[src/rtl/nta_pkg.sv]
// Package with the request, response and command types and the constants of the ASCII number formatter.
package nta_pkg;

   localparam logic [2:0] FUNC_SDEC = 3'd0;
   localparam logic [2:0] FUNC_UDEC = 3'd1;
   localparam logic [2:0] FUNC_UHEX = 3'd2;
   localparam logic [2:0] FUNC_OCT  = 3'd3;
   localparam logic [2:0] FUNC_PTR  = 3'd4;

   localparam logic [7:0] ASCII_ZERO   = 8'd48;
   localparam logic [7:0] UPPER_OFFSET = 8'd55;
   localparam logic [7:0] LOWER_OFFSET = 8'd87;
   localparam logic [7:0] CHAR_MINUS   = 8'd45;
   localparam logic [7:0] CHAR_X       = 8'd120;

   localparam logic [31:0] RECIP_TEN   = 32'hCCCC_CCCD;
   localparam int          RECIP_SHIFT = 35;
   localparam int          QUOT_W      = 64 - RECIP_SHIFT;

   localparam int MAX_DIGITS  = 16;
   localparam int DIGIT_IDX_W = $clog2(MAX_DIGITS);
   localparam int DIGIT_CNT_W = DIGIT_IDX_W + 1;

   localparam int QUEUE_DEPTH = 2;
   localparam int QUEUE_PTR_W = $clog2(QUEUE_DEPTH);

   typedef struct packed {
      logic [2:0]  func;
      logic [63:0] value;
   } nta_req_type;

   typedef struct packed {
      logic [7:0] char_out;
      logic       last;
   } nta_rsp_type;

   typedef enum logic [1:0] {
      RADIX_DEC,
      RADIX_HEX,
      RADIX_OCT
   } nta_radix_type;

   typedef struct packed {
      logic [63:0]   mag;
      nta_radix_type radix;
      logic          lower;
      logic          minus;
      logic          prefix;
   } nta_cmd_type;

   typedef struct packed {
      logic empty;
      logic full;
   } nta_qstat_type;

   typedef struct packed {
      logic                   busy;
      logic [DIGIT_CNT_W-1:0] digit_count;
   } nta_bstat_type;

   typedef enum logic [2:0] {
      ST_IDLE,
      ST_MUL,
      ST_REM,
      ST_SHIFT,
      ST_SIGN,
      ST_PFX0,
      ST_PFXX,
      ST_DIGIT
   } nta_state_type;

endpackage

[src/rtl/nta_front.sv]
// Front end that accepts requests and turns each into a conversion command.
module nta_front
   import nta_pkg::*;
(
   input  logic          req_valid,
   output logic          req_stall,
   input  nta_req_type   req_data,
   input  nta_qstat_type qstat,
   output logic          push,
   output nta_cmd_type   cmd
);

   logic        code_ok;
   logic [31:0] low;

   assign low       = req_data.value[31:0];
   assign req_stall = qstat.full;

   always_comb begin
      cmd        = '0;
      cmd.radix  = RADIX_DEC;
      cmd.mag    = {32'd0, low};
      code_ok    = 1'b1;
      case (req_data.func)
         FUNC_SDEC: begin
            cmd.minus = low[31];
            if (low[31]) begin
               cmd.mag = {32'd0, ~low + 32'd1};
            end
         end
         FUNC_UDEC: begin
            cmd.radix = RADIX_DEC;
         end
         FUNC_UHEX: begin
            cmd.radix = RADIX_HEX;
         end
         FUNC_OCT: begin
            cmd.radix = RADIX_OCT;
         end
         FUNC_PTR: begin
            cmd.radix  = RADIX_HEX;
            cmd.mag    = req_data.value;
            cmd.lower  = 1'b1;
            cmd.prefix = 1'b1;
         end
         default: begin
            code_ok = 1'b0;
         end
      endcase
   end

   // Requests with an unused code are accepted and dropped here.
   assign push = req_valid && !qstat.full && code_ok;

endmodule

[src/rtl/nta_queue.sv]
// Short command queue between the front end and the conversion engine.
module nta_queue
   import nta_pkg::*;
(
   input  logic          clock,
   input  logic          reset,
   input  logic          push,
   input  nta_cmd_type   push_cmd,
   input  logic          pop,
   output nta_cmd_type   head_cmd,
   output nta_qstat_type qstat
);

   nta_cmd_type            entries_ff [QUEUE_DEPTH];
   logic [QUEUE_PTR_W-1:0] wr_ptr_ff;
   logic [QUEUE_PTR_W-1:0] wr_ptr_in;
   logic [QUEUE_PTR_W-1:0] rd_ptr_ff;
   logic [QUEUE_PTR_W-1:0] rd_ptr_in;
   logic [QUEUE_PTR_W:0]   count_ff;
   logic [QUEUE_PTR_W:0]   count_in;
   logic                   do_push;
   logic                   do_pop;

   assign qstat.empty = (count_ff == '0);
   assign qstat.full  = (count_ff == (QUEUE_PTR_W + 1)'(QUEUE_DEPTH));
   assign head_cmd    = entries_ff[rd_ptr_ff];
   assign do_push     = push && !qstat.full;
   assign do_pop      = pop && !qstat.empty;

   always_comb begin
      wr_ptr_in = do_push ? wr_ptr_ff + 1'b1 : wr_ptr_ff;
      rd_ptr_in = do_pop ? rd_ptr_ff + 1'b1 : rd_ptr_ff;
      count_in  = count_ff;
      if (do_push && !do_pop) begin
         count_in = count_ff + 1'b1;
      end else if (do_pop && !do_push) begin
         count_in = count_ff - 1'b1;
      end
   end

   always_ff @(posedge clock) begin
      if (reset) begin
         wr_ptr_ff <= '0;
         rd_ptr_ff <= '0;
         count_ff  <= '0;
      end else begin
         wr_ptr_ff <= wr_ptr_in;
         rd_ptr_ff <= rd_ptr_in;
         count_ff  <= count_in;
      end
   end

   always_ff @(posedge clock) begin
      if (do_push) begin
         entries_ff[wr_ptr_ff] <= push_cmd;
      end
   end

endmodule

[src/rtl/nta_back.sv]
// Conversion engine that extracts the digits and emits the characters one per cycle while rsp_stall is low.
module nta_back
   import nta_pkg::*;
(
   input  logic          clock,
   input  logic          reset,
   input  nta_cmd_type   head_cmd,
   input  nta_qstat_type qstat,
   output logic          pop,
   output nta_bstat_type bstat,
   output logic          rsp_valid,
   input  logic          rsp_stall,
   output nta_rsp_type   rsp_data
);

   nta_state_type          state_ff;
   nta_state_type          state_in;
   logic [63:0]            mag_ff;
   logic [63:0]            prod_ff;
   logic [3:0]             digits_ff [MAX_DIGITS];
   logic [DIGIT_CNT_W-1:0] cnt_ff;
   nta_radix_type          radix_ff;
   logic                   lower_ff;
   logic                   minus_ff;
   logic                   prefix_ff;
   logic                   rsp_valid_ff;
   logic                   rsp_valid_in;
   nta_rsp_type            rsp_data_ff;

   logic                   out_free;
   logic                   emit;
   logic [7:0]             emit_char;
   logic                   emit_last;
   logic [QUOT_W-1:0]      quot;
   logic [31:0]            quot_x10;
   logic [31:0]            rem;
   logic [63:0]            shifted;
   logic [3:0]             shift_digit;
   logic [DIGIT_CNT_W-1:0] cnt_m1;
   logic [3:0]             cur_digit;
   logic [7:0]             digit_char;
   nta_state_type          emit_start;

   assign out_free = !rsp_valid_ff || !rsp_stall;

   always_comb begin
      quot     = prod_ff[63:RECIP_SHIFT];
      quot_x10 = ({{(32 - QUOT_W){1'b0}}, quot} << 3) + ({{(32 - QUOT_W){1'b0}}, quot} << 1);
      rem      = mag_ff[31:0] - quot_x10;
      if (radix_ff == RADIX_OCT) begin
         shifted     = mag_ff >> 3;
         shift_digit = {1'b0, mag_ff[2:0]};
      end else begin
         shifted     = mag_ff >> 4;
         shift_digit = mag_ff[3:0];
      end
      cnt_m1    = cnt_ff - 1'b1;
      cur_digit = digits_ff[cnt_m1[DIGIT_IDX_W-1:0]];
      if (cur_digit >= 4'd10) begin
         digit_char = {4'd0, cur_digit} + (lower_ff ? LOWER_OFFSET : UPPER_OFFSET);
      end else begin
         digit_char = {4'd0, cur_digit} + ASCII_ZERO;
      end
      if (minus_ff) begin
         emit_start = ST_SIGN;
      end else if (prefix_ff) begin
         emit_start = ST_PFX0;
      end else begin
         emit_start = ST_DIGIT;
      end
   end

   always_comb begin
      state_in = state_ff;
      case (state_ff)
         ST_IDLE: begin
            if (!qstat.empty) begin
               state_in = (head_cmd.radix == RADIX_DEC) ? ST_MUL : ST_SHIFT;
            end
         end
         ST_MUL: begin
            state_in = ST_REM;
         end
         ST_REM: begin
            state_in = (quot == '0) ? emit_start : ST_MUL;
         end
         ST_SHIFT: begin
            if (shifted == '0) begin
               state_in = emit_start;
            end
         end
         ST_SIGN: begin
            if (out_free) begin
               state_in = ST_DIGIT;
            end
         end
         ST_PFX0: begin
            if (out_free) begin
               state_in = ST_PFXX;
            end
         end
         ST_PFXX: begin
            if (out_free) begin
               state_in = ST_DIGIT;
            end
         end
         ST_DIGIT: begin
            if (out_free && cnt_ff == DIGIT_CNT_W'(1)) begin
               state_in = ST_IDLE;
            end
         end
         default: begin
            state_in = ST_IDLE;
         end
      endcase
   end

   always_comb begin
      pop       = 1'b0;
      emit      = 1'b0;
      emit_char = digit_char;
      emit_last = 1'b0;
      case (state_ff)
         ST_IDLE: begin
            pop = !qstat.empty;
         end
         ST_SIGN: begin
            emit      = out_free;
            emit_char = CHAR_MINUS;
         end
         ST_PFX0: begin
            emit      = out_free;
            emit_char = ASCII_ZERO;
         end
         ST_PFXX: begin
            emit      = out_free;
            emit_char = CHAR_X;
         end
         ST_DIGIT: begin
            emit      = out_free;
            emit_last = (cnt_ff == DIGIT_CNT_W'(1));
         end
         default: begin
            emit = 1'b0;
         end
      endcase
   end

   always_comb begin
      rsp_valid_in = rsp_valid_ff;
      if (emit) begin
         rsp_valid_in = 1'b1;
      end else if (!rsp_stall) begin
         rsp_valid_in = 1'b0;
      end
   end

   always_ff @(posedge clock) begin
      if (reset) begin
         state_ff     <= ST_IDLE;
         rsp_valid_ff <= 1'b0;
      end else begin
         state_ff     <= state_in;
         rsp_valid_ff <= rsp_valid_in;
      end
   end

   always_ff @(posedge clock) begin
      if (reset) begin
         cnt_ff <= '0;
      end else begin
         case (state_ff)
            ST_IDLE: begin
               if (pop) begin
                  cnt_ff <= '0;
               end
            end
            ST_REM: begin
               cnt_ff <= cnt_ff + 1'b1;
            end
            ST_SHIFT: begin
               cnt_ff <= cnt_ff + 1'b1;
            end
            ST_DIGIT: begin
               if (emit) begin
                  cnt_ff <= cnt_m1;
               end
            end
            default: begin
               cnt_ff <= cnt_ff;
            end
         endcase
      end
   end

   always_ff @(posedge clock) begin
      case (state_ff)
         ST_IDLE: begin
            if (pop) begin
               mag_ff    <= head_cmd.mag;
               radix_ff  <= head_cmd.radix;
               lower_ff  <= head_cmd.lower;
               minus_ff  <= head_cmd.minus;
               prefix_ff <= head_cmd.prefix;
            end
         end
         ST_MUL: begin
            prod_ff <= mag_ff[31:0] * RECIP_TEN;
         end
         ST_REM: begin
            digits_ff[cnt_ff[DIGIT_IDX_W-1:0]] <= rem[3:0];
            mag_ff <= {{(64 - QUOT_W){1'b0}}, quot};
         end
         ST_SHIFT: begin
            digits_ff[cnt_ff[DIGIT_IDX_W-1:0]] <= shift_digit;
            mag_ff <= shifted;
         end
         default: begin
            mag_ff <= mag_ff;
         end
      endcase
      if (emit) begin
         rsp_data_ff.char_out <= emit_char;
         rsp_data_ff.last     <= emit_last;
      end
   end

   assign rsp_valid         = rsp_valid_ff;
   assign rsp_data          = rsp_data_ff;
   assign bstat.busy        = (state_ff != ST_IDLE);
   assign bstat.digit_count = cnt_ff;

endmodule

[src/rtl/number_to_ascii_formatter.sv]
// Top level of the formatter that prints a number as a stream of ASCII characters.
//
// A request carries a conversion code and a 64-bit value on req_data; it is taken
// at a clock edge where req_valid is high and req_stall is low. Each response on
// rsp_data is one character, most significant first, and the final character of
// a number has last set. Signed and unsigned decimal, upper-case hex and octal
// use the low 32 bits; the pointer code prints 0x and lower-case hex of 64 bits.
// A request with an unused code is taken and produces no characters.
// Accepted requests enter a two-entry command queue, so the front end keeps
// taking requests while the engine works. The engine extracts hex and octal
// digits at one per cycle, and decimal digits through a multiply state and a
// remainder state per digit, using a reciprocal multiply by one tenth; it then
// sends one character per cycle while rsp_stall is low.
// When rsp_stall is high the output register holds its character and the engine
// waits; req_stall rises once the queue is full. Reset empties the queue and
// drops any character in flight.
module number_to_ascii_formatter
   import nta_pkg::*;
(
   input  logic        clock,
   input  logic        reset,
   input  logic        req_valid,
   output logic        req_stall,
   input  nta_req_type req_data,
   output logic        rsp_valid,
   input  logic        rsp_stall,
   output nta_rsp_type rsp_data
);

   nta_qstat_type qstat;
   nta_bstat_type bstat;
   nta_cmd_type   push_cmd;
   nta_cmd_type   head_cmd;
   logic          push;
   logic          pop;

   nta_front u_front (
      .req_valid (req_valid),
      .req_stall (req_stall),
      .req_data  (req_data),
      .qstat     (qstat),
      .push      (push),
      .cmd       (push_cmd)
   );

   nta_queue u_queue (
      .clock    (clock),
      .reset    (reset),
      .push     (push),
      .push_cmd (push_cmd),
      .pop      (pop),
      .head_cmd (head_cmd),
      .qstat    (qstat)
   );

   nta_back u_back (
      .clock     (clock),
      .reset     (reset),
      .head_cmd  (head_cmd),
      .qstat     (qstat),
      .pop       (pop),
      .bstat     (bstat),
      .rsp_valid (rsp_valid),
      .rsp_stall (rsp_stall),
      .rsp_data  (rsp_data)
   );

   assert property (@(posedge clock) disable iff (reset) pop |-> !qstat.empty)
      else $error("Engine took a command from an empty queue.");

   assert property (@(posedge clock) disable iff (reset) push |-> !qstat.full)
      else $error("Front end wrote into a full queue.");

   assert property (@(posedge clock) disable iff (reset)
                    bstat.digit_count <= DIGIT_CNT_W'(MAX_DIGITS))
      else $error("Digit count exceeds the digit buffer.");

   assert property (@(posedge clock) disable iff (reset) pop |=> bstat.busy)
      else $error("Engine did not start on a taken command.");

endmodule

[config.mk]
export PLATFORM = sky130hd
export DESIGN_NAME = number_to_ascii_formatter
export DESIGN_NICKNAME = d
export VERILOG_FILES = /design/src/rtl/nta_pkg.sv /design/src/rtl/nta_front.sv /design/src/rtl/nta_queue.sv /design/src/rtl/nta_back.sv /design/src/rtl/number_to_ascii_formatter.sv
export SDC_FILE = /design/constraint.sdc
export NUM_CORES = 2
export LEC_CHECK = 0
export ABC_AREA = 1
export ABC_CLOCK_PERIOD_IN_PS = 6550
export BUFFER_PORTS_ARGS = -buffer_cell sky130_fd_sc_hd__buf_2
export CAP_MARGIN = 20
export CORE_UTILIZATION = 41
export CTS_CLUSTER_DIAMETER = 150
export DETAILED_ROUTE_END_ITERATION = 12
export GPL_TIMING_DRIVEN = 0
export PLACE_DENSITY = 0.54
export SLEW_MARGIN = 30
export SYNTH_ARGS = -nofsm -noshare
export SYNTH_HDL_FRONTEND = slang
export SYNTH_HIERARCHICAL = 1
export SYNTH_SLANG_ARGS = --single-unit
[constraint.sdc]
create_clock -name clock -period 6.55 [get_ports clock]
set_input_delay 0.655 -clock clock [delete_from_list [all_inputs] [get_ports clock]]
set_output_delay 0.655 -clock clock [all_outputs]
set_load 0.01 [all_outputs]
Word-level counts from Yosys, hierarchy flattened

Memory sizes are Yosys's and may differ from the RTL's. A register that Yosys moved wholly into a read port is not among the register bits.
Cells that the tools add are included.

Bits in registers: 155
Memory bits (writable): 202
Input bits: 71
Output and inout port bits: 11
Logic and storage cells: 126
Memories kept: 2

Memories:

| name               | depth | width | rd ports | clocked after memory_dff | wr ports | RTL line        | RTL |
|---|---|---|---|---|---|---|---|
| u_queue.entries_ff | 2     | 69    | 1        | 1                        | 1        | nta_queue.sv:14 | `nta_cmd_type entries_ff [QUEUE_DEPTH];` |
| u_back.digits_ff   | 16    | 4     | 1        | 0                        | 1        | nta_back.sv:20  | `logic [3:0] digits_ff [MAX_DIGITS];` |

Add/subtract/negate cells: 11
Multipliers: 1
Order comparisons: 1
Equality and inequality tests: 22
Mux-type cells: 41
Bitwise logic cells: 2
Reductions and logical operators: 32

Operators by type and width:

| cell                                                                  | count |
|---|---|
| 64-bit one-hot mux with 3 select lines                                | 1 |
| 64-bit one-hot mux with 2 select lines                                | 1 |
| 64-bit logical NOT                                                    | 1 |
| 32-bit by 32-bit multiplier with 64-bit output, second input constant | 1 |
| 64-bit 2-to-1 mux                                                     | 1 |
| 61-bit 2-to-1 mux                                                     | 1 |
| 32-bit by 1-bit adder with 32-bit output, second input constant       | 1 |
| 32-bit 2-to-1 mux                                                     | 1 |
| 32-bit NOT                                                            | 1 |
| 29-bit logical NOT                                                    | 1 |
| 8-bit one-hot mux with 3 select lines                                 | 1 |
| 3-bit one-hot mux with 7 select lines                                 | 1 |
| 3-bit 2-to-1 mux                                                      | 6 |
| 3-bit == test, second input constant                                  | 5 |
| 1-bit 2-to-1 mux                                                      | 15 |
| 5-bit one-hot mux with 3 select lines                                 | 1 |
| 3-bit by 2-bit == test with 1-bit output, second input constant       | 4 |
| 2-bit by 1-bit != test with 1-bit output, second input constant       | 6 |
| 2-bit 2-to-1 mux                                                      | 5 |
| 5-bit 2-to-1 mux                                                      | 2 |
| 4-bit by 8-bit adder with 8-bit output                                | 1 |
| 4-bit 2-to-1 mux                                                      | 2 |
| 8-bit 2-to-1 mux                                                      | 1 |
| 4-bit by 6-bit adder with 7-bit output, second input constant         | 1 |
| other kinds (28)                                                      | 49 |

Logic depth before layout (Yosys ltp)

Depth in word-level cells: 9
Gate-level depth with buffers: 30
Gate-level depth less buffers: 29

Cells and area by module

Netlist, hierarchy kept.

Modules (own cells, without submodules):

| module    | times used | cells each | area an instance (um2) | sequential area each (um2) |
|---|---|---|---|---|
| nta_back  | 1          | 3032       | 26894.5                | 5285.1 |
| nta_queue | 1          | 252        | 5263.8                 | 4244.1 |
| nta_front | 1          | 319        | 1472.7                 | 0.0 |

Least setup slack after synthesis

Ideal clock, no wire load.

Path type: reg-to-reg
From: reg u_back.mag_ff[8]
To: reg u_back.prod_ff[60] (data pin)
Setup time: 0.252 ns
Arrival time: 5.975 ns
Data required time: 6.298 ns
Path slack: 0.322 ns
Stages on the path, launching flop included: 27
Path buffers: 1
Period minus slack after synthesis: 6.228 ns
Cells stage by stage: edfxtp_1 > ha_1 > clkbuf_1 > xnor2_1 > inv_1 > ha_1 > or2_2 > fa_1 > fa_1 > fa_1 > fa_1 > inv_1 > fa_1 > inv_1 > ha_1 > ha_1 > nand2_1 > nor2_1 > inv_1 > nor2_1 > nor2_1 > a21boi_0 > nor2_1 > nor2_1 > nand2_1 > nand2_1 > nand2_1

Longest elaborated chain between the ends: 1

Ends and longest elaborated chain:

| what                                           | RTL line        | RTL |
|---|---|---|
| start, declared                                | nta_back.sv:18  | `logic [63:0] mag_ff;` |
| start signal, assigned                         | nta_back.sv:200 | `mag_ff <= head_cmd.mag;` |
| start signal, assigned                         | nta_back.sv:212 | `mag_ff <= {{(64 - QUOT_W){1'b0}}, quot};` |
| start signal, assigned                         | nta_back.sv:216 | `mag_ff <= shifted;` |
| 32-bit by 32-bit multiplier with 64-bit output | nta_back.sv:208 | `prod_ff <= mag_ff[31:0] * RECIP_TEN;` |
| end signal, assigned                           | nta_back.sv:208 |  |
| end, declared                                  | nta_back.sv:19  | `logic [63:0] prod_ff;` |

No other way between the ends.
A chain may end at the register's enable or synchronous reset.

Final worst setup path

From: reg u_back.mag_ff[15]
To: reg u_back.prod_ff[54] (data pin)

The elaborated chain is that of the path after synthesis.

==> reports/results.ini <==
[sta]
report.final.slew_viol_count = 0
rsz0062_at_grt = true
fin_skew_ps = 14.80
worst_pin_slew_ps = 848.7
fin_ws_ps = 99.41
tns_ps = 0
slew-limit-headroom_pct = 42.99
fmax_ghz = 0.1550
hold_viol = 0
setup_violations = 0
min_period_ps = 6451
finalCritPeriodShare_pct = 98.48

[die]
ios = 82
rows = 104
initial_utilization_pct = 41.62
dieArea_um2 = 83180
fp.dieW_um = 288.4
fp.coreArea_um2 = 80810
die_h_um = 288.4

[routing]
vias = 25653
postRouteAntennaNets = 0
first_pass_iters = 7
viasPerCell = 5.170
wl_per_cell_um = 22.16
first_iter_violations = 2150
drcViolationCount = 0
wl_um = 110000

[logic_synthesis]
netlist_instances = 3603
postSynth.asyncResetShare_pct = 0
synth_area_per_cell_um2 = 9.334
syn_area_um2 = 33630
synth.distinct_cells = 54
yosys_warnings = 6
ys_seq_area_share_pct = 28.33
ys.flop_type = edfxtp_1
synth_edf_count = 308
syn_nets = 4418
synth_seq_cells = 322

[placement]
pre_cts_ws_ps = -1163
place_hpwl_um = 89130
gp_congestion = 0.9601
port_buffers = 80

[layout]
drive_gt1_share_pct = 19.61
syn_to_final_growth_pct = 19.04
post-route-util_pct = 49.54
final_nets = 4690
diodes = 0

[global_route]
gr-total-overflow = 0
antenna_found_initial = 2
grt_start_max_net_pins = 25
grt_pass1_wl_um = 161800
track_usage_pct = 26.67
grt_pass1_vias = 25315

[clock_network]
clk_latency_ps = 560
root_buffer = clkbuf_16
clkTransAtPathRegs_ps = 60
htreeDepth = 2
cts_sinks = 322
numCtsBuffers = 36
cts_tree = built
clockBufferDepth = 3

[run_status]
status = completed

[hold_path]
min-delay-path-class = input port to flop

[critical_path]
path_max_fanout = 4
worstSetupPathType = flop to flop
endpoint_kind = flop
crit_buf_inv = 9
critPathRequiredTime_ps = 6840
cp.arrival_ps = 6740
critPathMostFrequentCell = fa_1
cp_slowest_stage_delay_ps = 570
cp_slowest_cell = fa_2
critical-path-top-delay-family = adder cells
critPathLaunchType = flop

[job]
cap_violations = 0

what timing repair did:
action / 4_1_cts / 5_1_grt
gates resized for setup: 156 / 306
endpoints found under the setup margin: 29 / 29
hold buffers: 0 / 0
buffers inserted: 85 / 61
pin swaps: 23 / 130
per-stage QoR:
step                      instance area, µm²  hold WS, ps  instances
after global routing                   40030        382.4       4962
final                                  40030        377.1       4962
after detailed placement               35690        450.8       4757
after CTS                              38260        351.5       4903
after global placement                 35360        452.1       4743
after floorplan                        33630        427.7       3603
synthesized netlist by cell type, types with 5 or more instances:
library cell | number | share of area (%)
a21boi_0 | 5 | 0.11
a21o_1 | 21 | 0.47
a21oi_1 | 92 | 1.4
a22o_1 | 31 | 0.81
a31oi_1 | 14 | 0.26
buf_2 | 20 | 0.30
buf_4 | 10 | 0.22
clkbuf_1 | 35 | 0.39
dfxtp_1 | 14 | 0.83
edfxtp_1 | 308 | 28
fa_1 | 387 | 23
ha_1 | 357 | 13
inv_1 | 816 | 9.1
inv_2 | 7 | 0.078
mux2_2 | 59 | 2.0
mux2_4 | 10 | 0.45
nand2_1 | 570 | 6.4
nand2_2 | 7 | 0.13
nand3_1 | 132 | 2.0
nand3_2 | 7 | 0.21
nand3b_1 | 6 | 0.13
nand4_1 | 34 | 0.63
nor2_1 | 341 | 3.8
nor3_1 | 20 | 0.30
nor4_1 | 11 | 0.20
o211ai_1 | 12 | 0.27
o21ai_0 | 109 | 1.6
o21ai_1 | 12 | 0.18
o21bai_1 | 19 | 0.42
o221ai_1 | 16 | 0.42
o22ai_1 | 5 | 0.093
or2_2 | 5 | 0.093
xnor2_1 | 17 | 0.44
xor2_1 | 63 | 1.6
placed cells by master (no fill, tap or decap), types with 75 or more instances in the layout:
master    instances
inv_1           777
o21ai_0          75
buf_4           136
nand3_1         124
buf_2           100
nand2_1         526
ha_1            290
edfxtp_1        308
nor2_1          283
fa_1            364
cells by family after synthesis:
family / count (synthesis) / synth area share [%]
simple gates: 1144 / 14.10
buf+inv: 896 / 10.39
flops: 322 / 28.33
mux: 69 / 2.422
xor+xnor: 82 / 2.180
compound gates: 345 / 6.239
fa+ha+maj: 744 / 36.32
other cells: 1 / 0.01115
final timing paths:
kind                                                     from                       endpoint  slack, ps  cells after the start
worst max-delay path              u_back/mag_ff[15]$_DFFE_PP_   u_back/prod_ff[54]$_DFFE_PP_        100                     25
worst min-delay path                                    reset  u_back/cnt_ff[2]$_SDFFE_PP0P_        380                      2
worst max register to register    u_back/mag_ff[15]$_DFFE_PP_   u_back/prod_ff[54]$_DFFE_PP_        100                     25
worst min register to register  u_back/cnt_ff[4]$_SDFFE_PP0P_  u_back/cnt_ff[4]$_SDFFE_PP0P_        470                      1
final cells by class:
cell class	instances	area [µm²]
plain buffers	66	386.6
clock buffers	45	964.7
clock inverters	20	262.8
fillers	7553	40770
inverters	824	3126
multi-input cells	2385	22500
flip-flops and latches	322	9529
well taps	1060	1326
repair buffers	240	1937
worst register-to-register path, stage by stage, from the launching register on:
cell and delay [ps]:
edfxtp_1 340, buf_6 140, buf_6 120, ha_4 160, clkinvlp_4 150, buf_4 170, fa_1 530, inv_1 50
fa_1 490, inv_1 60, fa_1 500, inv_1 60, fa_2 570, fa_1 420, fa_1 550, fa_2 510
ha_4 370, nand2_4 70, nor2_4 100, inv_2 50, nor2_2 140, inv_2 80, nor4_4 280, nand2_2 110
nand4_1 100, nand2_2 100
flip-flops by register name, summed over array words and instances, names as in the netlist, named ones only:
signal,count
u_back/minus_ff,1
u_back/radix_ff,2
u_back/rsp_valid,1
u_back/lower_ff,1
u_back/mag_ff,64
u_back/prefix_ff,1
u_back/state_ff,3
u_queue/rd_ptr_ff,1
u_back/rsp_data,8
u_queue/count_ff,2
u_queue/wr_ptr_ff,1
u_back/prod_ff,29
u_queue/entries_ff,138
u_back/digits_ff,64
u_back/cnt_ff,5
routing by layer:
metal | wire length (µm) | vias up | GRT usage [%]
met2 | 51600 | 814 | 43.42
met5 | 0 | - | 0
li1 | - | 11983 | -
met1 | 47370 | 12671 | 36.74
met3 | 6861 | 185 | 3.349
met4 | 4116 | 0 | 8.942
Power is not shown: default switching activity piles up to over one toggle a cycle in this logic, so the estimate is an artifact.
